$ cat src/cle_pkg.sv
// Shared constants and codes of the circular list engine.
// No dependencies; used by every module of the block.
`default_nettype none

package cle_pkg;

   localparam int unsigned DATA_W       = 32;
   localparam int unsigned OP_W         = 2;
   localparam int unsigned ST_W         = 2;
   localparam int unsigned CNT_W        = 5;
   localparam int unsigned CAPACITY_DEF = 16;

   typedef enum logic [OP_W-1:0] {
      OP_FRONT  = 2'd0,
      OP_BACK   = 2'd1,
      OP_DELETE = 2'd2,
      OP_READ   = 2'd3
   } opcode_type;

   typedef enum logic [ST_W-1:0] {
      STAT_OK        = 2'd0,
      STAT_EMPTY     = 2'd1,
      STAT_NOT_FOUND = 2'd2,
      STAT_FULL      = 2'd3
   } status_type;

endpackage

`default_nettype wire

$ cat src/cle_slot_mem.sv
// Slot store: value and link memories, one read address, registered read data.
// Depends on cle_pkg for the data width.
`default_nettype none

module cle_slot_mem #(
   parameter int unsigned DEPTH  = cle_pkg::CAPACITY_DEF,
   parameter int unsigned ADDR_W = $clog2(cle_pkg::CAPACITY_DEF)
) (
   input  wire logic                              clock,
   input  wire logic                              val_we,
   input  wire logic [ADDR_W-1:0]                 val_waddr,
   input  wire logic signed [cle_pkg::DATA_W-1:0] val_wdata,
   input  wire logic                              lnk_we,
   input  wire logic [ADDR_W-1:0]                 lnk_waddr,
   input  wire logic [ADDR_W-1:0]                 lnk_wdata,
   input  wire logic [ADDR_W-1:0]                 rd_addr,
   output logic signed [cle_pkg::DATA_W-1:0]      rd_value,
   output logic [ADDR_W-1:0]                      rd_link
);

   logic signed [cle_pkg::DATA_W-1:0] values_mem [DEPTH];
   logic [ADDR_W-1:0]                 links_mem  [DEPTH];
   logic signed [cle_pkg::DATA_W-1:0] rd_value_ff;
   logic [ADDR_W-1:0]                 rd_link_ff;

   always_ff @(posedge clock) begin
      if (val_we) begin
         values_mem[val_waddr] <= val_wdata;
      end
      rd_value_ff <= values_mem[rd_addr];
   end

   always_ff @(posedge clock) begin
      if (lnk_we) begin
         links_mem[lnk_waddr] <= lnk_wdata;
      end
      rd_link_ff <= links_mem[rd_addr];
   end

   assign rd_value = rd_value_ff;
   assign rd_link  = rd_link_ff;

endmodule

`default_nettype wire

$ cat src/cle_free_map.sv
// Slot occupancy map with a registered lowest-free-slot search.
// Depends on cle_pkg for the default capacity.
`default_nettype none

module cle_free_map #(
   parameter int unsigned DEPTH  = cle_pkg::CAPACITY_DEF,
   parameter int unsigned ADDR_W = $clog2(cle_pkg::CAPACITY_DEF)
) (
   input  wire logic              clock,
   input  wire logic              reset,
   input  wire logic              set_en,
   input  wire logic [ADDR_W-1:0] set_idx,
   input  wire logic              clr_en,
   input  wire logic [ADDR_W-1:0] clr_idx,
   output logic [ADDR_W-1:0]      free_idx
);

   logic [DEPTH-1:0]  in_use_ff;
   logic [DEPTH-1:0]  in_use_in;
   logic [ADDR_W-1:0] free_idx_ff;
   logic [ADDR_W-1:0] free_idx_in;

   always_comb begin
      in_use_in = in_use_ff;
      if (set_en) begin
         in_use_in[set_idx] = 1'b1;
      end
      if (clr_en) begin
         in_use_in[clr_idx] = 1'b0;
      end
   end

   // lowest clear bit; a full map gives slot zero
   always_comb begin
      free_idx_in = '0;
      for (int i = DEPTH - 1; i >= 0; i--) begin
         if (!in_use_ff[i]) begin
            free_idx_in = ADDR_W'(i);
         end
      end
   end

   always_ff @(posedge clock) begin
      if (reset) begin
         in_use_ff <= '0;
      end else begin
         in_use_ff <= in_use_in;
      end
   end

   always_ff @(posedge clock) begin
      free_idx_ff <= free_idx_in;
   end

   assign free_idx = free_idx_ff;

endmodule

`default_nettype wire

$ cat src/circular_list_engine_core.sv
// Top level of the circular list engine: command sequencer over the slot store.
// Depends on cle_pkg, cle_slot_mem and cle_free_map.
//
//   channel  | dir | handshake                 | ports
//   ---------+-----+---------------------------+---------------------------------------
//   request  | in  | start high while busy low | req_opcode, req_item_value
//   response | out | rsp_strobe, one cycle     | rsp_out_value, rsp_status,
//            |     |                           | rsp_last_of_run, rsp_entry_count
//
// Steps after acceptance of a word, state DECODE first: an insert into an empty or a
//   full list answers from DECODE, any other insert from INS_LINK; a delete or read
//   out of an empty list answers from DECODE; a delete walks in WALK to the first
//   match and answers from FIX, or from WALK when no entry matches; a read out answers
//   from WALK, one response word per cycle. The walk does one read of the slot store
//   per cycle, the next address being the link just read.
// Reset is synchronous; it empties the list at once, no clearing pass is needed.
// Response words cannot be held off; busy stays high until the last one is issued.
`default_nettype none

module circular_list_engine_core #(
   parameter int unsigned CAPACITY = cle_pkg::CAPACITY_DEF
) (
   input  wire logic                              clock,
   input  wire logic                              reset,
   input  wire logic                              start,
   output logic                                   busy,
   input  wire logic [cle_pkg::OP_W-1:0]          req_opcode,
   input  wire logic signed [cle_pkg::DATA_W-1:0] req_item_value,
   output logic                                   rsp_strobe,
   output logic signed [cle_pkg::DATA_W-1:0]      rsp_out_value,
   output logic [cle_pkg::ST_W-1:0]               rsp_status,
   output logic                                   rsp_last_of_run,
   output logic [cle_pkg::CNT_W-1:0]              rsp_entry_count
);

   localparam int unsigned SlotW = $clog2(CAPACITY);
   localparam int unsigned LenW  = $clog2(CAPACITY + 1);
   localparam int unsigned CntW  = cle_pkg::CNT_W;

   typedef enum logic [4:0] {
      ST_IDLE     = 5'b00001,
      ST_DECODE   = 5'b00010,
      ST_INS_LINK = 5'b00100,
      ST_WALK     = 5'b01000,
      ST_FIX      = 5'b10000
   } state_type;

   state_type                         state_ff, state_in;
   cle_pkg::opcode_type               op_ff, op_in;
   logic signed [cle_pkg::DATA_W-1:0] val_ff, val_in;
   logic [SlotW-1:0]                  head_ff, head_in;
   logic [SlotW-1:0]                  tail_ff, tail_in;
   logic [LenW-1:0]                   length_ff, length_in;
   logic [SlotW-1:0]                  cur_ff, cur_in;
   logic [SlotW-1:0]                  prev_ff, prev_in;
   logic [SlotW-1:0]                  nxt_ff, nxt_in;
   logic [SlotW-1:0]                  n_ff, n_in;

   logic                              rsp_strobe_ff, rsp_strobe_in;
   logic signed [cle_pkg::DATA_W-1:0] rsp_value_ff, rsp_value_in;
   cle_pkg::status_type               rsp_status_ff, rsp_status_in;
   logic                              rsp_last_ff, rsp_last_in;
   logic [CntW-1:0]                   rsp_count_ff, rsp_count_in;

   // slot store and free map hook-up
   logic                              val_we;
   logic                              lnk_we;
   logic [SlotW-1:0]                  lnk_waddr;
   logic [SlotW-1:0]                  lnk_wdata;
   logic [SlotW-1:0]                  rd_addr;
   logic signed [cle_pkg::DATA_W-1:0] rd_value;
   logic [SlotW-1:0]                  rd_link;
   logic                              map_set;
   logic                              map_clr;
   logic [SlotW-1:0]                  free_idx;

   logic                              walk_last;
   logic                              list_empty;
   logic                              list_full;

   cle_slot_mem #(
      .DEPTH  (CAPACITY),
      .ADDR_W (SlotW)
   ) u_slot_mem (
      .clock     (clock),
      .val_we    (val_we),
      .val_waddr (free_idx),
      .val_wdata (val_ff),
      .lnk_we    (lnk_we),
      .lnk_waddr (lnk_waddr),
      .lnk_wdata (lnk_wdata),
      .rd_addr   (rd_addr),
      .rd_value  (rd_value),
      .rd_link   (rd_link)
   );

   cle_free_map #(
      .DEPTH  (CAPACITY),
      .ADDR_W (SlotW)
   ) u_free_map (
      .clock    (clock),
      .reset    (reset),
      .set_en   (map_set),
      .set_idx  (free_idx),
      .clr_en   (map_clr),
      .clr_idx  (cur_ff),
      .free_idx (free_idx)
   );

   assign walk_last  = ((LenW'(n_ff) + LenW'(1)) == length_ff);
   assign list_empty = (length_ff == '0);
   assign list_full  = (length_ff >= LenW'(CAPACITY));

   always_comb begin
      state_in      = state_ff;
      op_in         = op_ff;
      val_in        = val_ff;
      head_in       = head_ff;
      tail_in       = tail_ff;
      length_in     = length_ff;
      cur_in        = cur_ff;
      prev_in       = prev_ff;
      nxt_in        = nxt_ff;
      n_in          = n_ff;
      rsp_strobe_in = 1'b0;
      rsp_value_in  = rsp_value_ff;
      rsp_status_in = rsp_status_ff;
      rsp_last_in   = rsp_last_ff;
      rsp_count_in  = rsp_count_ff;
      val_we        = 1'b0;
      lnk_we        = 1'b0;
      lnk_waddr     = free_idx;
      lnk_wdata     = head_ff;
      rd_addr       = head_ff;
      map_set       = 1'b0;
      map_clr       = 1'b0;

      unique case (state_ff)
         ST_IDLE: begin
            // capture the request word; work starts next cycle
            if (start) begin
               op_in    = cle_pkg::opcode_type'(req_opcode);
               val_in   = req_item_value;
               state_in = ST_DECODE;
            end
         end

         ST_DECODE: begin
            unique case (op_ff)
               cle_pkg::OP_FRONT, cle_pkg::OP_BACK: begin
                  if (list_full) begin
                     rsp_strobe_in = 1'b1;
                     rsp_status_in = cle_pkg::STAT_FULL;
                     state_in      = ST_IDLE;
                  end else begin
                     // new slot links to the head, or to itself in an empty list
                     val_we    = 1'b1;
                     lnk_we    = 1'b1;
                     lnk_waddr = free_idx;
                     lnk_wdata = list_empty ? free_idx : head_ff;
                     if (list_empty) begin
                        head_in       = free_idx;
                        tail_in       = free_idx;
                        map_set       = 1'b1;
                        length_in     = length_ff + LenW'(1);
                        rsp_strobe_in = 1'b1;
                        rsp_status_in = cle_pkg::STAT_OK;
                        state_in      = ST_IDLE;
                     end else begin
                        state_in = ST_INS_LINK;
                     end
                  end
               end
               cle_pkg::OP_DELETE, cle_pkg::OP_READ: begin
                  if (list_empty) begin
                     rsp_strobe_in = 1'b1;
                     rsp_status_in = cle_pkg::STAT_EMPTY;
                     state_in      = ST_IDLE;
                  end else begin
                     // read the head; the tail is its predecessor
                     rd_addr  = head_ff;
                     cur_in   = head_ff;
                     prev_in  = tail_ff;
                     n_in     = '0;
                     state_in = ST_WALK;
                  end
               end
               default: state_in = ST_IDLE;
            endcase
            rsp_value_in = '0;
            rsp_last_in  = 1'b1;
         end

         ST_INS_LINK: begin
            // close the ring: old tail points at the new slot
            lnk_we    = 1'b1;
            lnk_waddr = tail_ff;
            lnk_wdata = free_idx;
            if (op_ff == cle_pkg::OP_FRONT) begin
               head_in = free_idx;
            end else begin
               tail_in = free_idx;
            end
            map_set       = 1'b1;
            length_in     = length_ff + LenW'(1);
            rsp_strobe_in = 1'b1;
            rsp_value_in  = '0;
            rsp_status_in = cle_pkg::STAT_OK;
            rsp_last_in   = 1'b1;
            state_in      = ST_IDLE;
         end

         ST_WALK: begin
            // rd_value/rd_link belong to slot cur_ff
            if (op_ff == cle_pkg::OP_READ) begin
               rsp_strobe_in = 1'b1;
               rsp_value_in  = rd_value;
               rsp_status_in = cle_pkg::STAT_OK;
               rsp_last_in   = walk_last;
               if (walk_last) begin
                  state_in = ST_IDLE;
               end else begin
                  rd_addr = rd_link;
                  cur_in  = rd_link;
                  n_in    = n_ff + SlotW'(1);
               end
            end else if (rd_value == val_ff) begin
               nxt_in   = rd_link;
               state_in = ST_FIX;
            end else if (walk_last) begin
               rsp_strobe_in = 1'b1;
               rsp_value_in  = '0;
               rsp_status_in = cle_pkg::STAT_NOT_FOUND;
               rsp_last_in   = 1'b1;
               state_in      = ST_IDLE;
            end else begin
               rd_addr = rd_link;
               prev_in = cur_ff;
               cur_in  = rd_link;
               n_in    = n_ff + SlotW'(1);
            end
         end

         ST_FIX: begin
            // unlink cur_ff; drop it from the free map
            if (length_ff == LenW'(1)) begin
               head_in = '0;
               tail_in = '0;
            end else begin
               lnk_we    = 1'b1;
               lnk_waddr = prev_ff;
               lnk_wdata = nxt_ff;
               if (cur_ff == head_ff) begin
                  head_in = nxt_ff;
               end
               if (cur_ff == tail_ff) begin
                  tail_in = prev_ff;
               end
            end
            map_clr       = 1'b1;
            length_in     = length_ff - LenW'(1);
            rsp_strobe_in = 1'b1;
            rsp_value_in  = '0;
            rsp_status_in = cle_pkg::STAT_OK;
            rsp_last_in   = 1'b1;
            state_in      = ST_IDLE;
         end

         default: state_in = ST_IDLE;
      endcase

      if (rsp_strobe_in) begin
         rsp_count_in = CntW'(length_in);
      end
   end

   always_ff @(posedge clock) begin
      if (reset) begin
         state_ff      <= ST_IDLE;
         head_ff       <= '0;
         tail_ff       <= '0;
         length_ff     <= '0;
         rsp_strobe_ff <= 1'b0;
      end else begin
         state_ff      <= state_in;
         head_ff       <= head_in;
         tail_ff       <= tail_in;
         length_ff     <= length_in;
         rsp_strobe_ff <= rsp_strobe_in;
      end
   end

   // payload registers: no reset
   always_ff @(posedge clock) begin
      op_ff        <= op_in;
      val_ff       <= val_in;
      cur_ff       <= cur_in;
      prev_ff      <= prev_in;
      nxt_ff       <= nxt_in;
      n_ff         <= n_in;
      rsp_value_ff <= rsp_value_in;
      rsp_status_ff <= rsp_status_in;
      rsp_last_ff  <= rsp_last_in;
      rsp_count_ff <= rsp_count_in;
   end

   assign busy            = (state_ff != ST_IDLE);
   assign rsp_strobe      = rsp_strobe_ff;
   assign rsp_out_value   = rsp_value_ff;
   assign rsp_status      = rsp_status_ff;
   assign rsp_last_of_run = rsp_last_ff;
   assign rsp_entry_count = rsp_count_ff;

endmodule

`default_nettype wire

$ cat config.mk
export PLATFORM = sky130hd
export DESIGN_NAME = circular_list_engine_core
export DESIGN_NICKNAME = d
export VERILOG_FILES = /design/src/cle_pkg.sv /design/src/cle_slot_mem.sv /design/src/cle_free_map.sv /design/src/circular_list_engine_core.sv
export SDC_FILE = /design/constraint.sdc
export NUM_CORES = 1
export LEC_CHECK = 0
export BUFFER_PORTS_ARGS = -buffer_cell sky130_fd_sc_hd__buf_2
export CORE_UTILIZATION = 55
export DETAILED_ROUTE_END_ITERATION = 8
export PLACE_DENSITY = 0.7
export SLEW_MARGIN = 20
export SYNTH_ARGS = -nofsm -noshare
export SYNTH_HDL_FRONTEND = slang
export SYNTH_SLANG_ARGS = --single-unit
$ cat constraint.sdc
create_clock -name clock -period 11 [get_ports clock]
set_clock_uncertainty 0.15 [all_clocks]
set_input_delay 1.1 -clock clock [delete_from_list [all_inputs] [get_ports clock]]
set_output_delay 1.1 -clock clock [all_outputs]
set_load 0.02 [all_outputs]
# == Word level (Yosys, flattened, before mapping) ==
# Memory sizes are Yosys's and may differ from the RTL's. A register that Yosys moved wholly into a read port is not among the register bits.
# Index checks and enable logic that the tools add are counted.
# op_classes
n_bitwise,4
add_sub_neg,4
eq_ne,31
magnitude_cmp,5
n_mux,110
n_reduce_logical,23
# op_table
operator,count
$mux 4,42
$mux 32,3
$pmux 32 s2,1
$pmux 4 s3,3
$mux 5,7
$eq 32x32->1,1
$mux 16,2
$pmux 4 s2,4
$pmux 5 s3,2
$mux 1,22
$ne 2x2->1 const B,10
$mux 3,6
$and 16x16->16,1
$mux 2,8
$not 16->16,1
$or 16x16->16,1
$ne 3x3->1 const B,5
$reduce_and 6->1,2
$eq 5x1->1 const B,2
$lt 4x5->1 const B,2
$pmux 5 s2,1
$reduce_and 3->1,3
$demux 1 s4,2
$eq 4x4->1,2
32 further kinds,44
# word_totals
register_bits,129
ram_bits,576
in_bits,37
mem_count,2
wordCells,199
# mem_list
memory,words,word_bits,read_ports,rd_ports_with_merged_regs,wr,line,source
u_slot_mem.values_mem,16,32,1,1,1,cle_slot_mem.sv:21,logic signed [cle_pkg::DATA_W-1:0] values_mem [DEPTH];
u_slot_mem.links_mem,16,4,1,1,1,cle_slot_mem.sv:22,logic [ADDR_W-1:0] links_mem [DEPTH];

# == Longest topological paths before layout ==
# Gate-level depths: netlist of run 1.
# depth
word_depth,15
mapped_depth,12
ltp_nobuf,9

# == Hierarchy ==
# From an unflattened synthesis of run 1, not the netlist that was laid out.
# hier_totals
hier_cells,1506
hier_area_um2,28542.4
# modules_own_cells
module,n_inst,area_each_um2,seq_area_each_um2,cells_per_inst
cle_slot_mem,1,22429.0,18017.3,961
circular_list_engine_core,1,5231.3,3083.0,444
cle_free_map,1,882.1,400.4,101

# == Least setup slack after synthesis of run 1 ==
# No wires, ideal clock.
# synth_path
path_type,register -> register
startpoint,register state_ff[2]
endpoint,memory u_slot_mem.values_mem[2][0] (netlist name) (enable)
stages_incl_launch_ff,7
arrival_time_ns,3.671
path_slack_ns,6.718
path_buffers,0
path_cell_list,dfxtp_1 > nor3_1 > nand3b_1 > nor3_1 > nand2_1 > or2_2 > nor3_1
# synth_between
elab_chain_cells,4
# synth_lines
element,line,source
start: declaration,circular_list_engine_core.sv:48,"state_type state_ff, state_in;"
start signal: assignment,circular_list_engine_core.sv:285,state_ff <= state_in;
$eq 5x2->1,circular_list_engine_core.sv:138,unique case (state_ff)
$mux 1,circular_list_engine_core.sv:138,
$mux 1,cle_slot_mem.sv:27,if (val_we) begin
$mux 1 (implied by the code),cle_slot_mem.sv:28,values_mem[val_waddr] <= val_wdata;
end: declaration,cle_slot_mem.sv:21,
# Every way passes these cells.

# == Worst setup path after layout of run 1 ==
# layout_path
startpoint,register val_ff[24] (netlist name)
endpoint,"register u_slot_mem.rd_value_ff, in the netlist u_slot_mem.rd_value[20], read port of u_slot_mem.values_mem"
# layout_between
elab_chain_cells,4
# layout_lines
element,line,source
start: declaration,circular_list_engine_core.sv:50,"logic signed [cle_pkg::DATA_W-1:0] val_ff, val_in;"
start signal: assignment,circular_list_engine_core.sv:296,val_ff <= val_in;
$eq 32x32->1,circular_list_engine_core.sv:227,end else if (rd_value == val_ff) begin
$mux 4,circular_list_engine_core.sv:227,
$mux 4,circular_list_engine_core.sv:215,if (op_ff == cle_pkg::OP_READ) begin
$mux 4,n/a,
end: declaration,cle_slot_mem.sv:23,logic signed [cle_pkg::DATA_W-1:0] rd_value_ff;
# Every way passes these cells.
# A chain may end at the register's enable or synchronous reset.

==> summary.log, run 1 <==
INFO  outcome        status=finished, final reports clean
INFO  floorplan      start_util=55.8%
INFO  synth          synth_cell_type_count=57
INFO  synth          seq_area_frac_synth=74.9%
INFO  sta            timing.final.max_slew_violations=0
INFO  cts            cts_resized=0
INFO  sta            final_hold_viol_count=0
INFO  routing        wl=66.7mm
INFO  routing        post_drt_wl_per_cell=25.9um
INFO  synth          post_synth_inst_count=1736
INFO  sta            hold_ws=328ps
INFO  sta            setup-violations-final=0
INFO  cts            insertion_delay=610ps
INFO  sta            setup_total_negative_slack=0ps
INFO  routing        via_count=15800
INFO  worst_setup_path critPathSlowestCell=sky130_fd_sc_hd__buf_4
INFO  grt            number_of_antenna_violations_at_the_first_check_in_global_routing=1
INFO  finish         post_route_cells_drive_above_1_share=13.6%
INFO  synth          yosys.area.top_type=sky130_fd_sc_hd__edfxtp_1
INFO  floorplan      die_area=53100um^2
INFO  power          internal-power=4.60mW
INFO  placement      placement.setup.worst_slack=5170ps
INFO  power          vdd.ir_drop.worst=0.000130V
INFO  synth          post_synth_and_or_nand_nor_area_fraction=5.59%
INFO  cts            clock_tree.root_cell=sky130_fd_sc_hd__clkbuf_16
INFO  cts            cts-buffers-inserted=75
INFO  placement      gp_congestion=0.832
INFO  finish         syn_to_final_growth=12.9%
INFO  placement      io_buffer_count=78
INFO  worst_setup_path timing.critical_path.from_type=flip-flop
INFO  power          power_density=177nW/um^2
INFO  grt            grt_start_max_net_pins=139
INFO  routing        vias_per_cell=6.12
INFO  cts            cts.htree.levels=3
INFO  synth          synth.yosys.warnings=0
INFO  cts            post_cts.repair.setup_buffers=0
INFO  power          post-layout-total-power=5.74mW
INFO  synth          most_common_cell_in_the_netlist=sky130_fd_sc_hd__edfxtp_1
INFO  sta            setup_repair_after_global_routing_missed_its_margin=no
INFO  synth          synth_top_area_share=69.7%
INFO  run            max_cap_violations=0
INFO  synth          synthFlopType=sky130_fd_sc_hd__edfxtp_1
INFO  floorplan      core=51400um^2
INFO  grt            grt_pass1_vias=15400
INFO  synth          portion_of_netlist_area_occupied_by_mux_cells=10.4%
INFO  power          total_switching_power=1.15mW
INFO  power          power.share.switching=20.0%
INFO  worst_setup_path timing.critical_path.slowest_cell_delay=950ps
INFO  synth          synth-adder-area-share=0.174%
INFO  synth          netlist_area_pre_place=28700um^2
INFO  routing        ant_nets=0
INFO  worst_setup_path worstPathBufferInverterCount=2
INFO  worst_setup_path timing.critical_path.required=11330ps
INFO  worst_setup_path worstPathArrival=6140ps
INFO  worst_setup_path cpMostUsedCell=sky130_fd_sc_hd__buf_4
INFO  sta            tightestPinTransition=1070ps
INFO  synth          yosys_register_bits=741
INFO  sta            final_period_minus_worst_setup_slack=5800ps
INFO  worst_setup_path crit_path_cell_trace=xor2_1 -> nor4_1 -> and4_1 -> a41oi_1 -> nand3_4 -> buf_4 -> buf_4 -> mux2i_1 -> o22ai_1 -> or4_1
INFO  finish         fillers=3622
INFO  power          comb_power_share=1.5%
INFO  grt            globalRouteOverflowTotal=0
INFO  floorplan      io_pins=79
INFO  placement      hpwl=35.7mm
INFO  floorplan      rows=83
INFO  power          p_leak=10.2nW
INFO  sta            timing.final.ws_setup=5200ps
INFO  synth          synth-compound-area-share=5.61%
INFO  worst_hold_path hold_path.class=reg2reg
INFO  synth          synth_enable_flop_cells=666
INFO  sta            maxSlewHeadroom=28.9%
INFO  cts            cts_hold_buf=0
INFO  cts            clock_tree.buffer_depth=3
INFO  finish         layoutNonFillerInstCount=2579
INFO  power          pwr-share-seq=54.7%
INFO  synth          synth_commonest_cells=sky130_fd_sc_hd__edfxtp_1 (666), sky130_fd_sc_hd__mux2i_1 (296), sky130_fd_sc_hd__o22ai_1 (145)
INFO  power          p_clk_share=43.8%
INFO  sta            timing.fmax=172MHz
INFO  routing        drtPass1Iterations=5
INFO  cts            clock-sinks=741
INFO  floorplan      fp.dieW=230um
INFO  grt            grt_pass1_wl=97.5mm
INFO  cts            clk_pin_slew_worst_paths=60ps
INFO  worst_setup_path timing_worst_setup_path_type=reg2reg
INFO  worst_setup_path timing.critical_path.max_delay_family=simple AND/OR/NAND/NOR gates
INFO  synth          synth.top_cells.by_area=sky130_fd_sc_hd__edfxtp_1 (70%), sky130_fd_sc_hd__mux2i_1 (10%), sky130_fd_sc_hd__dfxtp_1 (5.2%), sky130_fd_sc_hd__o22ai_1 (3.2%), sky130_fd_sc_hd__xor2_1 (1.3%)
INFO  worst_setup_path critical_path.max_fanout=64
INFO  synth          synthXorXnorAreaFrac=1.56%
INFO  finish         design.final.nets=1877
INFO  floorplan      die_y=230um
INFO  routing        drc=0
INFO  worst_setup_path crit_path_end_kind=flip-flop
INFO  routing        detailedRoute.firstIterationViolations=1676
INFO  sta            finalCritPeriodShare=52.8%
INFO  placement      numPlacedInstances=2439
INFO  synth          syn-mean-instance-area=16.5um^2
INFO  grt            total_track_usage=25.3%
INFO  synth          syn-num-nets=1777
INFO  synth          async_flop_share=0%
INFO  synth          synth_top_family_by_area=multiplexers
INFO  cts            tritoncts=built
## tightest hold or removal path, delay by kind of cell, from the launching register on
kind | cells | cell delay (ps)
and+or+nand+nor | 1 | 70
DFF | 1 | 340
AOI/OAI and AO/OA | 1 | 40
## sequential cells by signal (all words and copies together), names as in the netlist, 5 cells and up
name and flops:
u_free_map.in_use_ff 16, rsp_entry_count 5, rsp_out_value 32, length_ff 5, val_ff 32, state_ff 5
u_slot_mem.values_mem 512, u_slot_mem.links_mem 64, u_slot_mem.rd_value 32
## cell families after synthesis
family | Yosys count
AND/OR/NAND/NOR | 303
buffers and inverters | 97
AO/OA/AOI/OAI | 242
flip-flops | 741
XOR/XNOR | 51
multiplexers | 298
adder cells (fa/ha/maj) | 4
## power by group through the flow
stage	registers (mW)	clock network (mW)	logic, mW
global placement	3.20	0	0.0839
CTS	3.14	2.55	0.0853
finish	3.14	2.52	0.0849
detailed placement	3.20	0	0.0843
global route	3.15	2.65	0.0908
floorplan	3.19	0	0.0414
## through the flow
step,instance area [um^2],util (%)
2_1_floorplan,28700,-
3_3_place_gp,30000,58.3
3_5_place_dp,30000,58.3
4_1_cts,32400,63.0
5_1_grt,32400,63.0
6_report,32400,63.0
## final timing paths
kind | from | end | slack [ps] | cells after the start
max | val_ff[24]$_DFFE_PP_ | u_slot_mem.rd_value[20]$_DFF_P_ | 5200 | 10
min | u_free_map.in_use_ff[1]$_SDFF_PP0_ | u_free_map.free_idx[1]$_SDFF_PN0_ | 330 | 2
max reg2reg | val_ff[24]$_DFFE_PP_ | u_slot_mem.rd_value[20]$_DFF_P_ | 5200 | 10
min reg2reg | u_free_map.in_use_ff[1]$_SDFF_PP0_ | u_free_map.free_idx[1]$_SDFF_PN0_ | 330 | 2
## routing by layer
layer  GRT usage [%]  part of all wire, %  vias up
li1                -                    -     7050
met1            33.5                   40     7952
met2            42.0                   49      660
met3            5.06                  8.2      121
met4            8.59                  2.6        0
met5               0                    0        -
## final cells by class
class,count,area [um^2],area share [%]
Multi-Input combinational cell,898,6920,21.4
Timing Repair Buffer,111,651,2.01
Antenna cell,1,2.50,0.00772
Clock buffer,100,2070,6.39
Clock inverter,39,378,1.17
Tap cell,680,851,2.63
Inverter,9,33.8,0.104
Sequential cell,741,21500,66.3
## cells in the final DEF, fill, tap and decap left out, types with 12 or more instances in the layout
cell type                   count
sky130_fd_sc_hd__o22ai_1      145
sky130_fd_sc_hd__clkinv_1      12
sky130_fd_sc_hd__clkbuf_1      16
sky130_fd_sc_hd__mux2i_1      290
sky130_fd_sc_hd__nand3_1       15
sky130_fd_sc_hd__a211oi_1      13
sky130_fd_sc_hd__buf_4         32
sky130_fd_sc_hd__buf_2         78
sky130_fd_sc_hd__nor2_4        13
sky130_fd_sc_hd__clkinv_2      13
sky130_fd_sc_hd__or4_1         37
sky130_fd_sc_hd__xor2_1        44
sky130_fd_sc_hd__dfxtp_1       75
sky130_fd_sc_hd__and2_1        38
sky130_fd_sc_hd__edfxtp_1     666
sky130_fd_sc_hd__nand2_1       72
sky130_fd_sc_hd__o21ai_0       14
sky130_fd_sc_hd__nor3_1        12
sky130_fd_sc_hd__a21oi_1       18
sky130_fd_sc_hd__clkbuf_16     76
sky130_fd_sc_hd__nor2_1        48
No activity file was read; power rests on OpenSTA's default activity.
==> inputs of run 2 (changes only) <==
==> constraint.sdc (replaced) <==
create_clock -name clock -period 5.4 [get_ports clock]
set_clock_uncertainty 0.15 [all_clocks]
set_input_delay 0.54 -clock clock [delete_from_list [all_inputs] [get_ports clock]]
set_output_delay 0.54 -clock clock [all_outputs]
set_load 0.02 [all_outputs]
==> run 2 against run 1 <==
  * Clock-buffer cell count grew 9
  * Die area is the same
  * Flip-flop and latch count is the same
  * Global-route usage shrank 0.15 points
  * Via count grew 1.9%
  * Sequential power grew 100%
  * Fmax grew 24%
  * First-iteration DRC count grew 8.2%
  * Combinational power grew 120%
  * Final area grew 1.6%
  * Non-clock buffer count grew 46
  * Clock power grew 100%
  * Critical endpoint is now u_slot_mem.rd_link[1]$_DFF_P_
  * Largest power group unchanged
==> summary.log, run 2 (synthesis results as in run 1) <==
INFO  worst_setup_path worst-r2r-setup-slack=710ps
INFO  sta            setup_repair_after_global_routing_missed_its_margin=no
INFO  sta            final_period_minus_worst_setup_slack=4690ps
INFO  sta            tightestPinTransition=1120ps
INFO  floorplan      start_util=55.8%
INFO  worst_setup_path timing_worst_setup_path_type=reg2reg
INFO  finish         layout.cells.most_common_list=sky130_fd_sc_hd__edfxtp_1 (666), sky130_fd_sc_hd__mux2i_1 (290), sky130_fd_sc_hd__o22ai_1 (145)
INFO  floorplan      fp.dieW=230um
INFO  placement      hpwl=37.9mm
INFO  worst_setup_path crit-reg2reg-capture=u_slot_mem.rd_link[1]$_DFF_P_
INFO  placement      io_buffer_count=78
INFO  finish         design.final.nets=1924
INFO  worst_setup_path critical_path.max_fanout=24
INFO  finish         syn_to_final_growth=14.7%
INFO  floorplan      die_y=230um
INFO  floorplan      rows=83
INFO  routing        vias_per_cell=6.12
INFO  finish         diodes=0
INFO  power          p_clk_share=43.3%
INFO  cts            cts.htree.levels=3
INFO  grt            grt_start_max_net_pins=53
INFO  finish         fillers=3603
INFO  grt            grt_pass1_vias=15400
INFO  routing        post_drt_wl_per_cell=25.4um
INFO  routing        detailedRoute.firstIterationViolations=1813
INFO  finish         post_route_cells_drive_above_1_share=13.7%
INFO  finish         largest_reg_flops=512
INFO  floorplan      io_pins=79
INFO  routing        wl=66.6mm
INFO  finish         layout_commonest_cell=sky130_fd_sc_hd__edfxtp_1
INFO  power          comb_power_share=1.6%
INFO  finish         leading_registers_by_flop_count=u_slot_mem.values_mem: 512 flops, u_slot_mem.links_mem: 64 flops
INFO  worst_hold_path hold_path.class=in2reg
INFO  cts            clock_tree.buffer_depth=3
INFO  cts            clock_tree.root_cell=sky130_fd_sc_hd__clkbuf_16
INFO  worst_setup_path timing.critical_path.required=5730ps
INFO  worst_setup_path timing.critical_path.from_type=flip-flop
INFO  cts            cts-buffers-inserted=76
INFO  worst_setup_path worstPathArrival=5010ps
INFO  run            max_cap_violations=0
INFO  sta            timing.fmax=213MHz
INFO  power          internal-power=9.29mW
INFO  grt            globalRouteOverflowTotal=0
INFO  placement      gp_congestion=0.872
INFO  power          total_switching_power=2.34mW
INFO  worst_setup_path endpoint=u_slot_mem.rd_link[1]$_DFF_P_
INFO  worst_setup_path crit-reg2reg-launch=val_ff[23]$_DFFE_PP_
INFO  placement      place_area=30100um^2
INFO  finish         final_design_area_no_fill=32900um^2
INFO  cts            tritoncts=built
INFO  floorplan      die_area=53100um^2
INFO  power          p_leak=10.4nW
INFO  worst_setup_path crit_path_end_kind=flip-flop
INFO  power          pwr-share-seq=55.0%
INFO  sta            maxSlewHeadroom=24.9%
INFO  routing        ant_nets=0
INFO  sta            timing.final.max_slew_violations=0
INFO  power          power_density=353nW/um^2
INFO  sta            setup-violations-final=0
INFO  cts            clock-sinks=741
INFO  power          power.share.switching=20.1%
INFO  worst_setup_path timing.critical_path.from=val_ff[23]$_DFFE_PP_
INFO  sta            final_hold_viol_count=0
INFO  cts            clk_pin_slew_worst_paths=60ps
INFO  grt            total_track_usage=25.2%
INFO  worst_setup_path reg2reg_depth=9
INFO  cts            post_cts.repair.setup_buffers=0
INFO  power          vdd.ir_drop.worst=0.000352V
INFO  sta            finalCritPeriodShare=86.8%
INFO  grt            number_of_antenna_violations_at_the_first_check_in_global_routing=1
INFO  floorplan      core=51400um^2
INFO  sta            setup_total_negative_slack=0ps
INFO  grt            grt_pass1_wl=97.4mm
INFO  routing        drtPass1Iterations=5
INFO  routing        drc=0
INFO  cts            insertion_delay=620ps
INFO  finish         top_register=u_slot_mem.values_mem
INFO  outcome        status=finished, final reports clean
INFO  routing        via_count=16100
run 2: cell types whose count changed in the layout (fill, tap and decap cells not counted), sizes merged:
cell	change
dlygate4sd3	+34
diode	-1
clkbuf	+9
bufinv	-3
inv	+2
clkinv	-7
clkinvlp	+1
buf	+12
run 2: repair_timing:
item	CTS	global route
gates resized for setup	0	0
endpoints found under the hold margin	34	0
hold buffers	34	0
run 2: power groups by stage:
stage               sequential, mW  combinational, mW  clock, mW
floorplan                     6.49             0.0844          0
global placement              6.51              0.170          0
detailed placement            6.52              0.172          0
CTS                           6.40              0.192       5.09
global route                  6.41              0.205       5.30
finish                        6.40              0.191       5.04
run 2: worst min path at each step:
stage                                                   from                           endpoint  slack [ps]  depth (start not counted)
after floorplan                u_slot_mem.rd_link[2]$_DFF_P_                nxt_ff[2]$_DFFE_PN_         250                          0
after global placement    u_free_map.in_use_ff[1]$_SDFF_PP0_  u_free_map.free_idx[1]$_SDFF_PN0_         310                          2
after detailed placement  u_free_map.in_use_ff[0]$_SDFF_PP0_  u_free_map.free_idx[1]$_SDFF_PN0_         330                          2
after CTS                                              start           state_ff[1]$_SDFFE_PP0P_         100                          3
after global routing                                   start           state_ff[1]$_SDFFE_PP0P_         120                          3
final                                                  start           state_ff[1]$_SDFFE_PP0P_         120                          3
run 2: through the flow:
step	instances	power [mW]	setup slack, ps	hold WS, ps	util [%]
after floorplan	1736	6.58	1120	253	-
after global placement	2450	6.68	998	314	58.6
after detailed placement	2450	6.69	947	332	58.6
after CTS	2625	11.7	906	96.9	64.0
after global routing	2626	11.9	595	120	64.0
final	2626	11.6	714	120	64.0
run 2: area by class of cell:
cell class	instances	area, um^2	share of cell area (%)
Clock buffer	109	2140	6.50
Clock inverter	32	263	0.798
Inverter	9	33.8	0.103
Multi-Input combinational cell	898	6920	21.0
Sequential cell	741	21500	65.3
Tap cell	680	851	2.58
Timing Repair Buffer	157	1210	3.69
run 2: routing by layer:
layer,track usage (%),up-vias,wire length [um]
met5,0,-,0
met4,7.74,0,1620
met3,5.05,115,5300
met2,39.6,714,31600
met1,35.6,8114,28100
li1,-,7137,-
run 2: critical path, cell delays in order, from the launching register on:
cell                       delay, ps
sky130_fd_sc_hd__edfxtp_1        690
sky130_fd_sc_hd__xor2_1          240
sky130_fd_sc_hd__nor4_1          910
sky130_fd_sc_hd__and4_1          400
sky130_fd_sc_hd__a31oi_2         180
sky130_fd_sc_hd__nand2_4         260
sky130_fd_sc_hd__mux2i_4         760
sky130_fd_sc_hd__buf_12          310
sky130_fd_sc_hd__o22ai_1         160
sky130_fd_sc_hd__or4_1           450
